**src/design/pfc_pkg.sv**
```systemverilog
package pfc_pkg;

  localparam int FrameW = 56;
  localparam int ValueW = 32;

  typedef logic [1:0] cmd_t;
  typedef logic [1:0] status_t;
  typedef logic [7:0] byte_t;

  localparam cmd_t CMD_ENCODE = 2'd0;
  localparam cmd_t CMD_DECODE = 2'd1;
  localparam cmd_t CMD_LOAD   = 2'd2;

  localparam status_t STATUS_OK       = 2'd0;
  localparam status_t STATUS_BAD_TYPE = 2'd1;
  localparam status_t STATUS_BAD_SUM  = 2'd2;

  localparam byte_t FILL_B3 = 8'h69;
  localparam byte_t FILL_B4 = 8'h96;
  localparam byte_t FILL_B5 = 8'h99;

  localparam byte_t TYPE_LEN4 = 8'hAA;
  localparam byte_t TYPE_LEN3 = 8'hA5;
  localparam byte_t TYPE_LEN2 = 8'h5A;
  localparam byte_t TYPE_LEN1 = 8'h55;

  typedef struct packed {
    logic [FrameW-1:0] tx_frame;
    logic [ValueW-1:0] rx_value;
    status_t           status;
  } result_t;

  // byte k of a frame, byte 0 in the top bits
  function automatic byte_t frame_byte(input logic [FrameW-1:0] f, input int k);
    return f[FrameW-1-8*k -: 8];
  endfunction

  function automatic byte_t permute_key(input byte_t k);
    return {k[2], k[4], k[0], k[6], k[1], k[7], k[3], k[5]};
  endfunction

endpackage

```
**src/design/pfc_if.sv**
```systemverilog
interface pfc_in_if import pfc_pkg::*; ();
  logic              valid;
  logic              ready;
  cmd_t              cmd;
  logic [5:0]        param_id;
  logic [ValueW-1:0] param_value;
  logic [FrameW-1:0] rx_frame;

  modport source(output valid, cmd, param_id, param_value, rx_frame, input ready);
  modport sink(input valid, cmd, param_id, param_value, rx_frame, output ready);
endinterface

interface pfc_out_if import pfc_pkg::*; ();
  logic              valid;
  logic              ready;
  logic [FrameW-1:0] tx_frame;
  logic [ValueW-1:0] rx_value;
  status_t           status;

  modport source(output valid, tx_frame, rx_value, status, input ready);
  modport sink(input valid, tx_frame, rx_value, status, output ready);
endinterface

```
**src/design/parameter_frame_codec.sv**
```systemverilog
// a request passes the input register, then the result register, before it can be accepted as a result
// throughput: one request per cycle while result.ready holds; the key register is updated as a request
//   moves into the result register, so the next request sees the new key
// reset: rst (synchronous, active high) empties both registers and clears the key to zero
module parameter_frame_codec import pfc_pkg::*; (
  input logic       clk,
  input logic       rst,
  pfc_in_if.sink    request,
  pfc_out_if.source result
);

  logic              s1_valid;
  cmd_t              s1_cmd;
  logic [5:0]        s1_id;
  logic [ValueW-1:0] s1_value;
  logic [FrameW-1:0] s1_frame;

  byte_t             key;
  byte_t             key_next;
  logic              out_valid;
  result_t           out_data;
  result_t           res_next;

  logic              advance;
  logic [FrameW-1:0] enc_frame;
  byte_t             dec_key;
  logic [ValueW-1:0] dec_value;
  status_t           dec_status;

  assign advance       = s1_valid && (!out_valid || result.ready);
  assign request.ready = !s1_valid || advance;

  pfc_encode u_encode (
    .key         (key),
    .param_id    (s1_id),
    .param_value (s1_value),
    .tx_frame    (enc_frame)
  );

  pfc_decode u_decode (
    .rx_frame (s1_frame),
    .key_new  (dec_key),
    .rx_value (dec_value),
    .status   (dec_status)
  );

  always_comb begin
    key_next = key;
    res_next = '0;
    unique case (s1_cmd)
      CMD_ENCODE: res_next.tx_frame = enc_frame;
      CMD_DECODE: begin
        key_next          = dec_key;
        res_next.rx_value = dec_value;
        res_next.status   = dec_status;
      end
      CMD_LOAD: key_next = frame_byte(s1_frame, 3);
      default: ;
    endcase
  end

  always_ff @(posedge clk) begin
    if (rst) begin
      s1_valid  <= 1'b0;
      out_valid <= 1'b0;
      key       <= '0;
    end else begin
      if (request.ready) begin
        s1_valid <= request.valid;
      end
      if (advance) begin
        out_valid <= 1'b1;
        key       <= key_next;
      end else if (result.ready) begin
        out_valid <= 1'b0;
      end
    end
  end

  always_ff @(posedge clk) begin
    if (request.valid && request.ready) begin
      s1_cmd   <= request.cmd;
      s1_id    <= request.param_id;
      s1_value <= request.param_value;
      s1_frame <= request.rx_frame;
    end
    if (advance) begin
      out_data <= res_next;
    end
  end

  assign result.valid    = out_valid;
  assign result.tx_frame = out_data.tx_frame;
  assign result.rx_value = out_data.rx_value;
  assign result.status   = out_data.status;

endmodule

```
**src/design/pfc_encode.sv**
```systemverilog
module pfc_encode import pfc_pkg::*; (
  input  byte_t             key,
  input  logic [5:0]        param_id,
  input  logic [ValueW-1:0] param_value,
  output logic [FrameW-1:0] tx_frame
);

  byte_t      b0, b1, b2, b3, b4, b5, b6;
  logic       z3, z4, z5;
  logic [1:0] len;

  always_comb begin
    // leading zero bytes of the top three become fillers, each one shortens the length
    z3 = (param_value[31:24] == 8'h00);
    z4 = z3 && (param_value[23:16] == 8'h00);
    z5 = z4 && (param_value[15:8] == 8'h00);
    b3 = (z3 ? FILL_B3 : param_value[31:24]) ^ key;
    b4 = (z4 ? FILL_B4 : param_value[23:16]) ^ key;
    b5 = (z5 ? FILL_B5 : param_value[15:8]) ^ key;
    b6 = param_value[7:0] ^ key;
    len = 2'd3 - 2'(z3) - 2'(z4) - 2'(z5);
    b1 = {param_id, len} ^ key;
    b0 = permute_key(key);
    b2 = b0 + b1 + b3 + b4 + b5 + b6;
    tx_frame = {b0, b1, b2, b3, b4, b5, b6};
  end

endmodule

```
**src/design/pfc_decode.sv**
```systemverilog
module pfc_decode import pfc_pkg::*; (
  input  logic [FrameW-1:0] rx_frame,
  output byte_t             key_new,
  output logic [ValueW-1:0] rx_value,
  output status_t           status
);

  byte_t             b1, b2, b3, b4, b5, b6, sum;
  logic              known;
  logic [ValueW-1:0] v;

  always_comb begin
    key_new = ~frame_byte(rx_frame, 0);
    b1 = frame_byte(rx_frame, 1) ^ key_new;
    b2 = frame_byte(rx_frame, 2) ^ key_new;
    b3 = frame_byte(rx_frame, 3) ^ key_new;
    b4 = frame_byte(rx_frame, 4) ^ key_new;
    b5 = frame_byte(rx_frame, 5) ^ key_new;
    b6 = frame_byte(rx_frame, 6) ^ key_new;
    known = 1'b1;
    unique case (b1)
      TYPE_LEN4: v = {b3, b4, b5, b6};
      TYPE_LEN3: v = {8'h00, b4, b5, b6};
      TYPE_LEN2: v = {16'h0000, b5, b6};
      TYPE_LEN1: v = {24'h000000, b6};
      default: begin
        v = '0;
        known = 1'b0;
      end
    endcase
    // checksum covers all four data bytes whatever the width
    sum = key_new + b1 + b3 + b4 + b5 + b6;
    rx_value = '0;
    if (!known) begin
      status = STATUS_BAD_TYPE;
    end else if (sum != b2) begin
      status = STATUS_BAD_SUM;
    end else begin
      status = STATUS_OK;
      rx_value = v;
    end
  end

endmodule

```
**src/flat_wrapper.sv**
```systemverilog
// flat-port wrapper written by rule: the top's interface ports become plain ports
module parameter_frame_codec_flat import pfc_pkg::*;
  (clk, rst, request_valid, request_cmd, request_param_id, request_param_value, request_rx_frame, request_ready, result_valid, result_tx_frame, result_rx_value, result_status, result_ready);
  pfc_in_if request_i ();
  pfc_out_if result_i ();
  input logic clk;
  input logic rst;
  input wire logic [$bits(request_i.valid)-1:0] request_valid;
  input wire logic [$bits(request_i.cmd)-1:0] request_cmd;
  input wire logic [$bits(request_i.param_id)-1:0] request_param_id;
  input wire logic [$bits(request_i.param_value)-1:0] request_param_value;
  input wire logic [$bits(request_i.rx_frame)-1:0] request_rx_frame;
  output wire logic [$bits(request_i.ready)-1:0] request_ready;
  output wire logic [$bits(result_i.valid)-1:0] result_valid;
  output wire logic [$bits(result_i.tx_frame)-1:0] result_tx_frame;
  output wire logic [$bits(result_i.rx_value)-1:0] result_rx_value;
  output wire logic [$bits(result_i.status)-1:0] result_status;
  input wire logic [$bits(result_i.ready)-1:0] result_ready;
  assign request_i.valid = request_valid;
  assign request_i.cmd = request_cmd;
  assign request_i.param_id = request_param_id;
  assign request_i.param_value = request_param_value;
  assign request_i.rx_frame = request_rx_frame;
  assign request_ready = request_i.ready;
  assign result_valid = result_i.valid;
  assign result_tx_frame = result_i.tx_frame;
  assign result_rx_value = result_i.rx_value;
  assign result_status = result_i.status;
  assign result_i.ready = result_ready;
  parameter_frame_codec u_core (.clk(clk), .rst(rst), .request(request_i), .result(result_i));
endmodule
```
**config.mk**
```make
export PLATFORM = sky130hd
export DESIGN_NAME = parameter_frame_codec_flat
export DESIGN_NICKNAME = d
export VERILOG_FILES = /design/src/design/pfc_pkg.sv /design/src/design/pfc_if.sv /design/src/design/parameter_frame_codec.sv /design/src/design/pfc_encode.sv /design/src/design/pfc_decode.sv /design/src/flat_wrapper.sv
export SDC_FILE = /design/constraint.sdc
export NUM_CORES = 1
export LEC_CHECK = 0
export ABC_AREA = 1
export BUFFER_PORTS_ARGS = -buffer_cell sky130_fd_sc_hd__clkbuf_2
export CAP_MARGIN = 40
export CELL_PAD_IN_SITES_DETAIL_PLACEMENT = 2
export CELL_PAD_IN_SITES_GLOBAL_PLACEMENT = 2
export CORE_UTILIZATION = 40
export CTS_CLUSTER_DIAMETER = 40
export DETAILED_ROUTE_END_ITERATION = 12
export PLACE_DENSITY_LB_ADDON = 0.1
export RECOVER_POWER = 25
export SLEW_MARGIN = 15
export SYNTH_ARGS = -nofsm -noshare
export SYNTH_HDL_FRONTEND = slang
export SYNTH_SLANG_ARGS = --single-unit
```
**constraint.sdc**
```tcl
create_clock -name clk -period 19 [get_ports clk]
set_input_delay 1.9 -clock clk [delete_from_list [all_inputs] [get_ports clk]]
set_output_delay 1.9 -clock clk [all_outputs]
set_load 0.01 [all_outputs]
```
==> out/metrics.yaml, run 1 <==
grt_max_degree: 53
static_leakage_nw: 5.06
drive_above_1_share: 0.239
post-cts-setup-buffer-count: 0
hold_slack_ns: 0.549
worst-slew-pin-transition_ns: 0.789
via_per_inst: 4.82
clockBufferDepth: 2
hpwl_reported_at_the_end_of_detailed_placement_mm: 20.6
r2r_setup_slack_ns: 13.61
power_density_nw_per_um2: 117
hold_path.class: "reg2reg"
fmax_mhz: 185
synth.ff_latch_count: 196
detailedRoute.firstIterationViolations: 232
clock_latency_ns: 0.46
grt_setup_unrepaired: "false"
largest_vdd_supply_drop_uv: 46.5
synth.lib_cells_used.distinct: 36
cts_hold_buf: 0
synthesis.instances: 794
ctsRootBufferMaster: "sky130_fd_sc_hd__clkbuf_16"
finalWirelength_mm: 26.8
worst_slack_ns: 13.61
regArea_sq_um: 5790
global_route_wire_length_before_repair_mm: 41.3
synth.net_count: 956
cts_made_buffers: 17
cts_tree: "done"
ys.flop_type: "sky130_fd_sc_hd__edfxtp_1"
route.detailed.wl_per_inst_um: 20.3
syn_area_sq_um: 9700
critical_path_required_ns: 19.21
final_core_utilization: 0.488
number_of_global_route_vias_before_repair: 7312
synth-adder-area-share: 0.116
async_flop_share: 0
path_class: "reg2reg"
num_io_pins: 192
gr-usage-all-layers: 0.231
hold_path_startpoint: "u_core.s1_valid"
layout.filler_cells: 2430
design.die.area_sq_um: 24900
mostFrequentLayoutCells: "sky130_fd_sc_hd__edfxtp_1, sky130_fd_sc_hd__clkbuf_2, sky130_fd_sc_hd__inv_1, sky130_fd_sc_hd__nand2_1, sky130_fd_sc_hd__nor2_1"
area_share_of_the_leading_cell_type_in_the_synthesized_netlist: 0.576
largest_family_of_logic_cells_by_synthesized_area: "adder cells"
design.core.area_sq_um: 23600
synth.area.top_cells: "sky130_fd_sc_hd__edfxtp_1, sky130_fd_sc_hd__fa_1, sky130_fd_sc_hd__xor2_1"
synth_compound_gate_area_share: 0.0325
synth-edff-count: 186
setup-violations-final: 0
outcome: "finished, final reports clean"
ys_warns: 0
post_cts_resize_count: 0
route.detailed.drc: 0
cp_data_arrival_time_ns: 5.61
mostFrequentLayoutCell: "sky130_fd_sc_hd__edfxtp_1"
fin_worst_skew_ns: 0.0269
hold_viol: 0
finalNetCount: 1149
finalPower_mw: 1.35
die_height_um: 158
slew-limit-headroom: 0.474
final_estimated_routing_congestion_in_global_placement: 0.799
end_kind: "flop"
crit_path_start_kind: "flop"
fp.dieW_um: 158
cts.sinks: 196
antenna_left: 0
vias: 6353
maxCapViolCount: 0
dp_slack_ns: 13.73
htreeDepth: 4
slew_viol_final: 0
critical_path.max_fanout: 5
synth.largest_area_cell: "sky130_fd_sc_hd__edfxtp_1"
place.port_buffers: 191
post-route-period-util: 0.284
muxShareOfSynthArea: 0.00671
grt_antenna_before_repair: 0
syn-mean-instance-area_sq_um: 12.2
grt.overflow.total: 0
timing.rr.start: "u_core.s1_value[28]"
crit_path_start: "u_core.s1_value[28]"
count_of_inserted_antenna_diode_cells: 0
synth_xor_area_frac: 0.0856
min_period_ns: 5.39
core.rowCount: 56
drtPass1Iterations: 4
multiInputGateArea_sq_um: 3330
synth-seq-area-share: 0.596
simple_gate_share_of_the_synthesized_area: 0.101
tns_ns: 0
flow.area_growth_from_synthesis_pct: 18.9
clock_pin_slew_reported_for_the_worst_setup_and_hold_paths_after_clock_tree_synthesis_ns: 0.08
initial_utilization: 0.411
cells by family (layout without fill, tap and decap cells):
kind of cell             count (synthesis)  in the layout
AND/OR/NAND/NOR                        229            229
flip-flops                             196            196
buffers and inverters                  153            357
XOR/XNOR                                94             94
adder cells (fa/ha/maj)                 62             62
AO/OA/AOI/OAI                           54             54
multiplexers                             6              6
flip-flops by register name, indices dropped and copies added (netlist names):
signal / count
u_core.s1_valid: 1
u_core.result.valid: 1
u_core.s1_value: 32
u_core.s1_id: 6
u_core.result.status: 2
u_core.result.rx_value: 32
u_core.s1_cmd: 2
u_core.key: 8
u_core.result.tx_frame: 56
u_core.s1_frame: 56
cell type report:
| cell class | instances | share of cell area |
|---|---|---|
| multi-input combinational | 445 | 0.288 |
| sequential | 196 | 0.502 |
| inverter | 131 | 0.0429 |
| clock inverter | 13 | 0.0102 |
| tap | 319 | 0.0346 |
| timing repair buffer | 196 | 0.0852 |
| clock buffer | 17 | 0.0369 |
metal layers:
layer  GRT usage  routed length [um]  vias to the layer above
met2       0.447               15200                      153
met1       0.255               10200                     3225
met5           0                   0                        -
met4      0.0638                 362                        0
met3      0.0424                 965                       24
li1            -                   -                     2951
power by group:
part,leakage [nW],total [mW],internal (mW),switching (mW)
clock network,0.264,0.348,0.171,0.176
registers,1.92,0.520,0.503,0.0179
logic,2.88,0.480,0.189,0.291
worst paths after layout:
check,endpoint,cells past startpoint
setup / recovery,u_core.result.tx_frame[39],24
setup reg to reg,u_core.result.tx_frame[39],24
hold reg to reg,u_core.s1_valid,2
hold / removal,u_core.s1_valid,2
critical path: stages (launching register included):
cell and delay [ns]:
sky130_fd_sc_hd__edfxtp_1 0.43, sky130_fd_sc_hd__nor2_1 0.16, sky130_fd_sc_hd__nand3_1 0.11, sky130_fd_sc_hd__nor2_1 0.22, sky130_fd_sc_hd__nand2_1 0.21, sky130_fd_sc_hd__inv_1 0.14
sky130_fd_sc_hd__nand3_1 0.23, sky130_fd_sc_hd__nand2_1 0.16, sky130_fd_sc_hd__xor2_1 0.27, sky130_fd_sc_hd__fa_1 0.48, sky130_fd_sc_hd__fa_1 0.55, sky130_fd_sc_hd__inv_1 0.06
sky130_fd_sc_hd__fa_1 0.51, sky130_fd_sc_hd__inv_1 0.09, sky130_fd_sc_hd__ha_1 0.28, sky130_fd_sc_hd__nand3_1 0.10, sky130_fd_sc_hd__nand2_1 0.13, sky130_fd_sc_hd__nand2_1 0.08
sky130_fd_sc_hd__nand2_1 0.05, sky130_fd_sc_hd__a21oi_1 0.22, sky130_fd_sc_hd__xor2_1 0.22, sky130_fd_sc_hd__xor2_1 0.22, sky130_fd_sc_hd__nand2_1 0.07, sky130_fd_sc_hd__nand2_1 0.08
sky130_fd_sc_hd__nor2_1 0.07
cells in the mapped netlist, drive strengths merged, types with 2 or more instances:
master  count
a211oi     16
a21oi      27
buf        10
clkbuf     12
clkinv      2
dfxtp      10
edfxtp    186
fa         46
ha         16
inv       129
mux2        4
mux2i       2
nand2      98
nand3      19
nand3b      2
nand4       4
nor2       84
nor4        3
o21ai       9
or2        17
xnor2      36
xor2       58
metrics by stage:
| stage | cells | cell area, sq um |
|---|---|---|
| after detailed placement | 1287 | 11000 |
| after floorplan | 794 | 9700 |
| final | 1317 | 11500 |
| after global routing | 1317 | 11500 |
| after global placement | 1286 | 11000 |
| after CTS | 1317 | 11600 |
Power figures use the tool's default switching activity.
==> inputs of run 2 (changes only) <==
- ABC_AREA: 1 -> 0
- CORE_UTILIZATION: 40 -> 34
- clock period: 19 -> 4.6 ns (I/O delays scaled with it)
==> out/metrics.yaml, run 2 <==
outcome: "finished, violations left"
failed_checks: "setup timing"
clockBufferDepth: 2
crit_path_start: "u_core.s1_value[28]"
tns_ns: -0.581
slew_viol_final: 0
post-route-period-util: 1.06
dpl_cell_area_sq_um: 11200
synth.area.top_cells: "sky130_fd_sc_hd__edfxtp_1, sky130_fd_sc_hd__fa_1, sky130_fd_sc_hd__xor2_1"
grt.overflow.total: 0
synthesis.instances: 682
cts_made_buffers: 17
crit_path_max_cell_delay_ns: 0.59
fp.dieW_um: 169
design.die.area_sq_um: 28700
async_flop_share: 0
timing.rr.start: "u_core.s1_value[28]"
synth_compound_gate_area_share: 0.0243
simple_gate_share_of_the_synthesized_area: 0.0861
initial_utilization: 0.350
fin_worst_skew_ns: 0.0158
syn-mean-instance-area_sq_um: 14.0
hold_path.class: "in2reg"
clock_latency_ns: 0.45
synth.ff_latch_count: 196
flow.area_growth_from_synthesis_pct: 32.4
critPathSlowestCell: "sky130_fd_sc_hd__or4_4"
worst-slew-pin-transition_ns: 1.46
postLayoutCellArea_sq_um: 12600
maxCapViolCount: 0
critical_path_required_ns: 4.80
area_share_of_the_leading_cell_type_in_the_synthesized_netlist: 0.587
path_class: "reg2reg"
synth_xor_area_frac: 0.125
syn_area_sq_um: 9520
critical_path.most_common_cell: "sky130_fd_sc_hd__fa_1"
ctsRootBufferMaster: "sky130_fd_sc_hd__clkbuf_16"
final_core_utilization: 0.464
synth.lib_cells_used.distinct: 32
path_buf_inv: 2
vias: 6026
synth.largest_area_cell: "sky130_fd_sc_hd__edfxtp_1"
worstReg2RegEnd: "u_core.result.tx_frame[39]"
critical_path.cell_chain: "or4_4, nor4_4, nor2b_4, nor2_4, xnor2_2, fa_1, fa_1, inv_2, fa_1, inv_2, ha_4, a211oi_4, o21bai_2, a21oi_2, xnor3_1, and2_1"
rr_worst_depth: 16
antenna_left: 0
cp_data_arrival_time_ns: 5.06
gr-usage-all-layers: 0.188
synth-adder-area-share: 0.118
core.rowCount: 60
largest_vdd_supply_drop_uv: 263
drtPass1Iterations: 4
dp_slack_ns: -0.386
grt_max_degree: 92
cts_hold_buf: 0
hpwl_reported_at_the_end_of_detailed_placement_mm: 19.5
synth.net_count: 844
mostFrequentLayoutCell: "sky130_fd_sc_hd__edfxtp_1"
synth-edff-count: 186
via_per_inst: 4.58
end_kind: "flop"
netlist_top_cells_count: "sky130_fd_sc_hd__edfxtp_1, sky130_fd_sc_hd__xor2_1, sky130_fd_sc_hd__inv_1, sky130_fd_sc_hd__nor2_1, sky130_fd_sc_hd__xnor2_1"
slew-limit-headroom: 0.0234
count_of_inserted_antenna_diode_cells: 0
htreeDepth: 4
final_estimated_routing_congestion_in_global_placement: 0.801
worst_slack_ns: -0.260
static_leakage_nw: 5.07
critical_path.max_fanout: 3
cp-endpoint: "u_core.result.tx_frame[39]"
grt_antenna_before_repair: 0
cts_tree: "done"
finalPower_mw: 6.26
num_io_pins: 192
mostFrequentLayoutCells: "sky130_fd_sc_hd__edfxtp_1, sky130_fd_sc_hd__clkbuf_2, sky130_fd_sc_hd__nor2_1, sky130_fd_sc_hd__inv_1, sky130_fd_sc_hd__xor2_1"
crit_path_start_kind: "flop"
finalWirelength_mm: 27.5
power_density_nw_per_um2: 497
design.core.area_sq_um: 27200
cts.sinks: 196
fmax_mhz: 206
detailedRoute.firstIterationViolations: 340
synth-seq-area-share: 0.608
drive_above_1_share: 0.358
clock_pin_slew_reported_for_the_worst_setup_and_hold_paths_after_clock_tree_synthesis_ns: 0.08
route.detailed.drc: 0
yosys.cell_count.top_type: "sky130_fd_sc_hd__edfxtp_1"
ys.flop_type: "sky130_fd_sc_hd__edfxtp_1"
muxShareOfSynthArea: 0
hold_viol: 0
route.detailed.wl_per_inst_um: 20.9
min_period_ns: 4.86
finalNetCount: 1095
r2r_setup_slack_ns: -0.26
die_height_um: 169
largest_family_of_logic_cells_by_synthesized_area: "XOR/XNOR gates"
global_route_wire_length_before_repair_mm: 39.1
place.port_buffers: 191
setup-violations-final: 6
number_of_global_route_vias_before_repair: 6769
ys_warns: 0
critical_path_cell_count: 16
grt_setup_unrepaired: "true"
crit_family: "adder cells"
run 2: changes by cell type in the layout (fill, tap and decap cells not counted), moves of 14 or more:
cell                      previous run  this run
sky130_fd_sc_hd__inv_1             125        59
sky130_fd_sc_hd__nor2_1             82        60
sky130_fd_sc_hd__or2_2              16         0
sky130_fd_sc_hd__nand2_1            97        14
sky130_fd_sc_hd__a21oi_1            26        12
sky130_fd_sc_hd__and2_1              1        23
sky130_fd_sc_hd__xnor2_1            36        57
sky130_fd_sc_hd__buf_4               4        52
run 2: layout make-up:
type	count	area [sq um]
Clock inverter	13	171
Clock buffer	18	429
Inverter	64	240
Timing Repair Buffer	264	1630
Fill cell	2693	14600
Sequential cell	196	5790
Tap cell	372	465
Multi-Input combinational cell	390	3880
run 2: kinds of logic after synthesis:
kind of cell	Yosys count
and+or+nand+nor	161
xor gates and xnor gates	131
DFF	196
AOI/OAI and AO/OA	36
buffers and inverters	96
adders and majority gates	62
run 2: where the power goes:
group	leakage (nW)	internal (mW)	switching [mW]
clock	0.296	0.866	0.716
sequential	1.84	2.09	0.0754
combinational	2.93	1.19	1.33
run 2: routing by layer:
layer / track usage / vias up / wire length [um]
li1: - / 2801 / -
met1: 0.222 / 3058 / 11200
met2: 0.336 / 144 / 14900
met3: 0.0380 / 23 / 888
met4: 0.0701 / 0 / 505
met5: 0 / - / 0
run 2: worst min-delay path by stage:
| stage | from | to | slack [ns] | depth (start not counted) |
|---|---|---|---|---|
| final | request_rx_frame[39] | u_core.s1_frame[39] | 0.17 | 1 |
| after global routing | request_param_value[22] | u_core.s1_value[22] | 0.15 | 1 |
| after CTS | request_rx_frame[39] | u_core.s1_frame[39] | 0.15 | 1 |
| after detailed placement | u_core.s1_valid | u_core.result.valid | 0.55 | 2 |
| after global placement | u_core.s1_valid | u_core.result.valid | 0.50 | 2 |
| after floorplan | u_core.s1_valid | u_core.result.valid | 0.48 | 2 |
run 2: repair_timing:
item                       in CTS  in global routing
gates resized for setup        22                 81
pin swaps                      16                 39
buffers inserted                5                 20
setup endpoints to repair       8                 37
cloned                          0                  4
run 2: per-stage QoR:
stage | cells | hold slack [ns]
after floorplan | 682 | 0.477
after global placement | 1256 | 0.496
after detailed placement | 1257 | 0.551
after CTS | 1293 | 0.147
after global routing | 1317 | 0.149
final | 1317 | 0.175
==> inputs of run 3 (changes only) <==
- CORE_UTILIZATION: 34 -> 35
- CTS_BUF_LIST: unset -> sky130_fd_sc_hd__clkbuf_2
==> out/metrics.yaml, run 3 (synthesis results as in run 2) <==
drive_above_1_share: 0.332
via_per_inst: 4.74
tns_ns: -4.02
ctsRootBufferMaster: "sky130_fd_sc_hd__clkbuf_2"
min_period_ns: 4.81
finalWirelength_mm: 30.2
hold_path_startpoint: "request_rx_frame[52]"
hpwl_reported_at_the_end_of_detailed_placement_mm: 20.6
gr-usage-all-layers: 0.217
fin_worst_skew_ns: 0.0734
crit_path_start: "u_core.s1_frame[54]"
number_of_global_route_vias_before_repair: 7579
grt_antenna_before_repair: 1
layout.filler_cells: 2535
dpl_cell_area_sq_um: 11100
flow.area_growth_from_synthesis_pct: 39.8
static_leakage_nw: 5.42
postLayoutCellArea_sq_um: 13300
finalNetCount: 1195
worst_slack_ns: -0.211
worst-slew-pin-transition_ns: 2.19
largest_vdd_supply_drop_uv: 230
rr_worst_depth: 16
path_class: "reg2reg"
hold_viol: 0
finalPower_mw: 5.56
cp-endpoint: "u_core.result.status[1]"
placed_cells: 1218
slew_viol_final: 27
final_estimated_routing_congestion_in_global_placement: 0.865
htreeDepth: 4
crit_path_start_kind: "flop"
num_io_pins: 192
design.die.area_sq_um: 27900
post-route-period-util: 1.05
detailedRoute.firstIterationViolations: 243
critical_path.max_fanout: 8
outcome: "finished, violations left"
mostFrequentLayoutCells: "sky130_fd_sc_hd__clkbuf_2, sky130_fd_sc_hd__edfxtp_1, sky130_fd_sc_hd__dlygate4sd3_1, sky130_fd_sc_hd__inv_1, sky130_fd_sc_hd__nor2_1"
hold_path.class: "in2reg"
end_kind: "flop"
critical_path_required_ns: 5.16
timing.rr.start: "u_core.s1_frame[54]"
antenna_left: 0
slew-limit-headroom: -0.459
maxCapViolCount: 1
worstReg2RegEnd: "u_core.result.status[1]"
clockBufferDepth: 2
grt_setup_unrepaired: "true"
cts_made_buffers: 17
drtPass1Iterations: 4
design.core.area_sq_um: 26400
route.detailed.wl_per_inst_um: 21.8
clock_pin_slew_reported_for_the_worst_setup_and_hold_paths_after_clock_tree_synthesis_ns: 0.37
core.rowCount: 59
cp_data_arrival_time_ns: 5.37
cts_tree: "done"
final_core_utilization: 0.505
vias: 6545
grt.overflow.total: 0
hold_slack_ns: 0.310
failed_checks: "capacitance limit, slew limit, setup timing"
fmax_mhz: 208
initial_utilization: 0.361
cts.sinks: 196
clock_latency_ns: 0.82
place.port_buffers: 191
setup-violations-final: 34
grt_max_degree: 44
instances_no_fill: 1382
route.detailed.drc: 0
fp.dieW_um: 167
die_height_um: 167
r2r_setup_slack_ns: -0.21
power_density_nw_per_um2: 417
dp_slack_ns: -0.300
global_route_wire_length_before_repair_mm: 44.7
[run 3: worst min-delay path by stage]
stage / endpoint / cells after the start
6_report: u_core.s1_frame[52] / 2
5_1_grt: u_core.s1_frame[20] / 2
4_1_cts: u_core.s1_frame[21] / 2
3_5_place_dp: u_core.result.valid / 2
3_3_place_gp: u_core.result.valid / 2
2_1_floorplan: u_core.result.valid / 2
[run 3: power breakdown]
part | internal (mW) | switching [mW] | leakage (nW)
clock network | 0.275 | 0.686 | 0.152
logic | 1.11 | 1.31 | 3.42
registers | 2.09 | 0.0793 | 1.84
[run 3: final cells by class]
| type | count | area [sq um] | share of cell area |
|---|---|---|---|
| Multi-Input combinational cell | 390 | 4010 | 0.301 |
| Tap cell | 335 | 419 | 0.0315 |
| Inverter | 64 | 240 | 0.0181 |
| Sequential cell | 196 | 5790 | 0.435 |
| Clock buffer | 18 | 90.1 | 0.00677 |
| Clock inverter | 14 | 170 | 0.0128 |
| Antenna cell | 1 | 2.50 | 0.000188 |
| Timing Repair Buffer | 364 | 2590 | 0.195 |
[run 3: critical path: stages (launching register included)]
cell	delay, ns
sky130_fd_sc_hd__edfxtp_1	0.50
sky130_fd_sc_hd__buf_4	0.18
sky130_fd_sc_hd__xor2_2	0.27
sky130_fd_sc_hd__inv_1	0.13
sky130_fd_sc_hd__fa_1	0.56
sky130_fd_sc_hd__inv_1	0.06
sky130_fd_sc_hd__fa_1	0.53
sky130_fd_sc_hd__fa_1	0.60
sky130_fd_sc_hd__inv_1	0.08
sky130_fd_sc_hd__ha_1	0.35
sky130_fd_sc_hd__xnor2_1	0.25
sky130_fd_sc_hd__xnor2_1	0.19
sky130_fd_sc_hd__xnor2_1	0.17
sky130_fd_sc_hd__nand4_1	0.18
sky130_fd_sc_hd__buf_6	0.20
sky130_fd_sc_hd__buf_12	0.16
sky130_fd_sc_hd__nor3b_4	0.15
[run 3: metal layers]
layer,global-route usage,vias to the layer above,share of wire
met5,0,-,0
met4,0.0608,0,0.023
met3,0.0335,35,0.026
met2,0.404,155,0.55
met1,0.256,3355,0.40
li1,-,3000,-
[run 3: repair_timing]
| item | CTS | global route |
|---|---|---|
| endpoints found under the setup margin | 35 | 35 |
| endpoints found under the hold margin | 106 | 0 |
| gates resized for setup | 82 | 34 |
| buffers inserted | 18 | 9 |
| gates cloned | 1 | 0 |
| pin swaps | 38 | 30 |
| hold buffers | 102 | 0 |
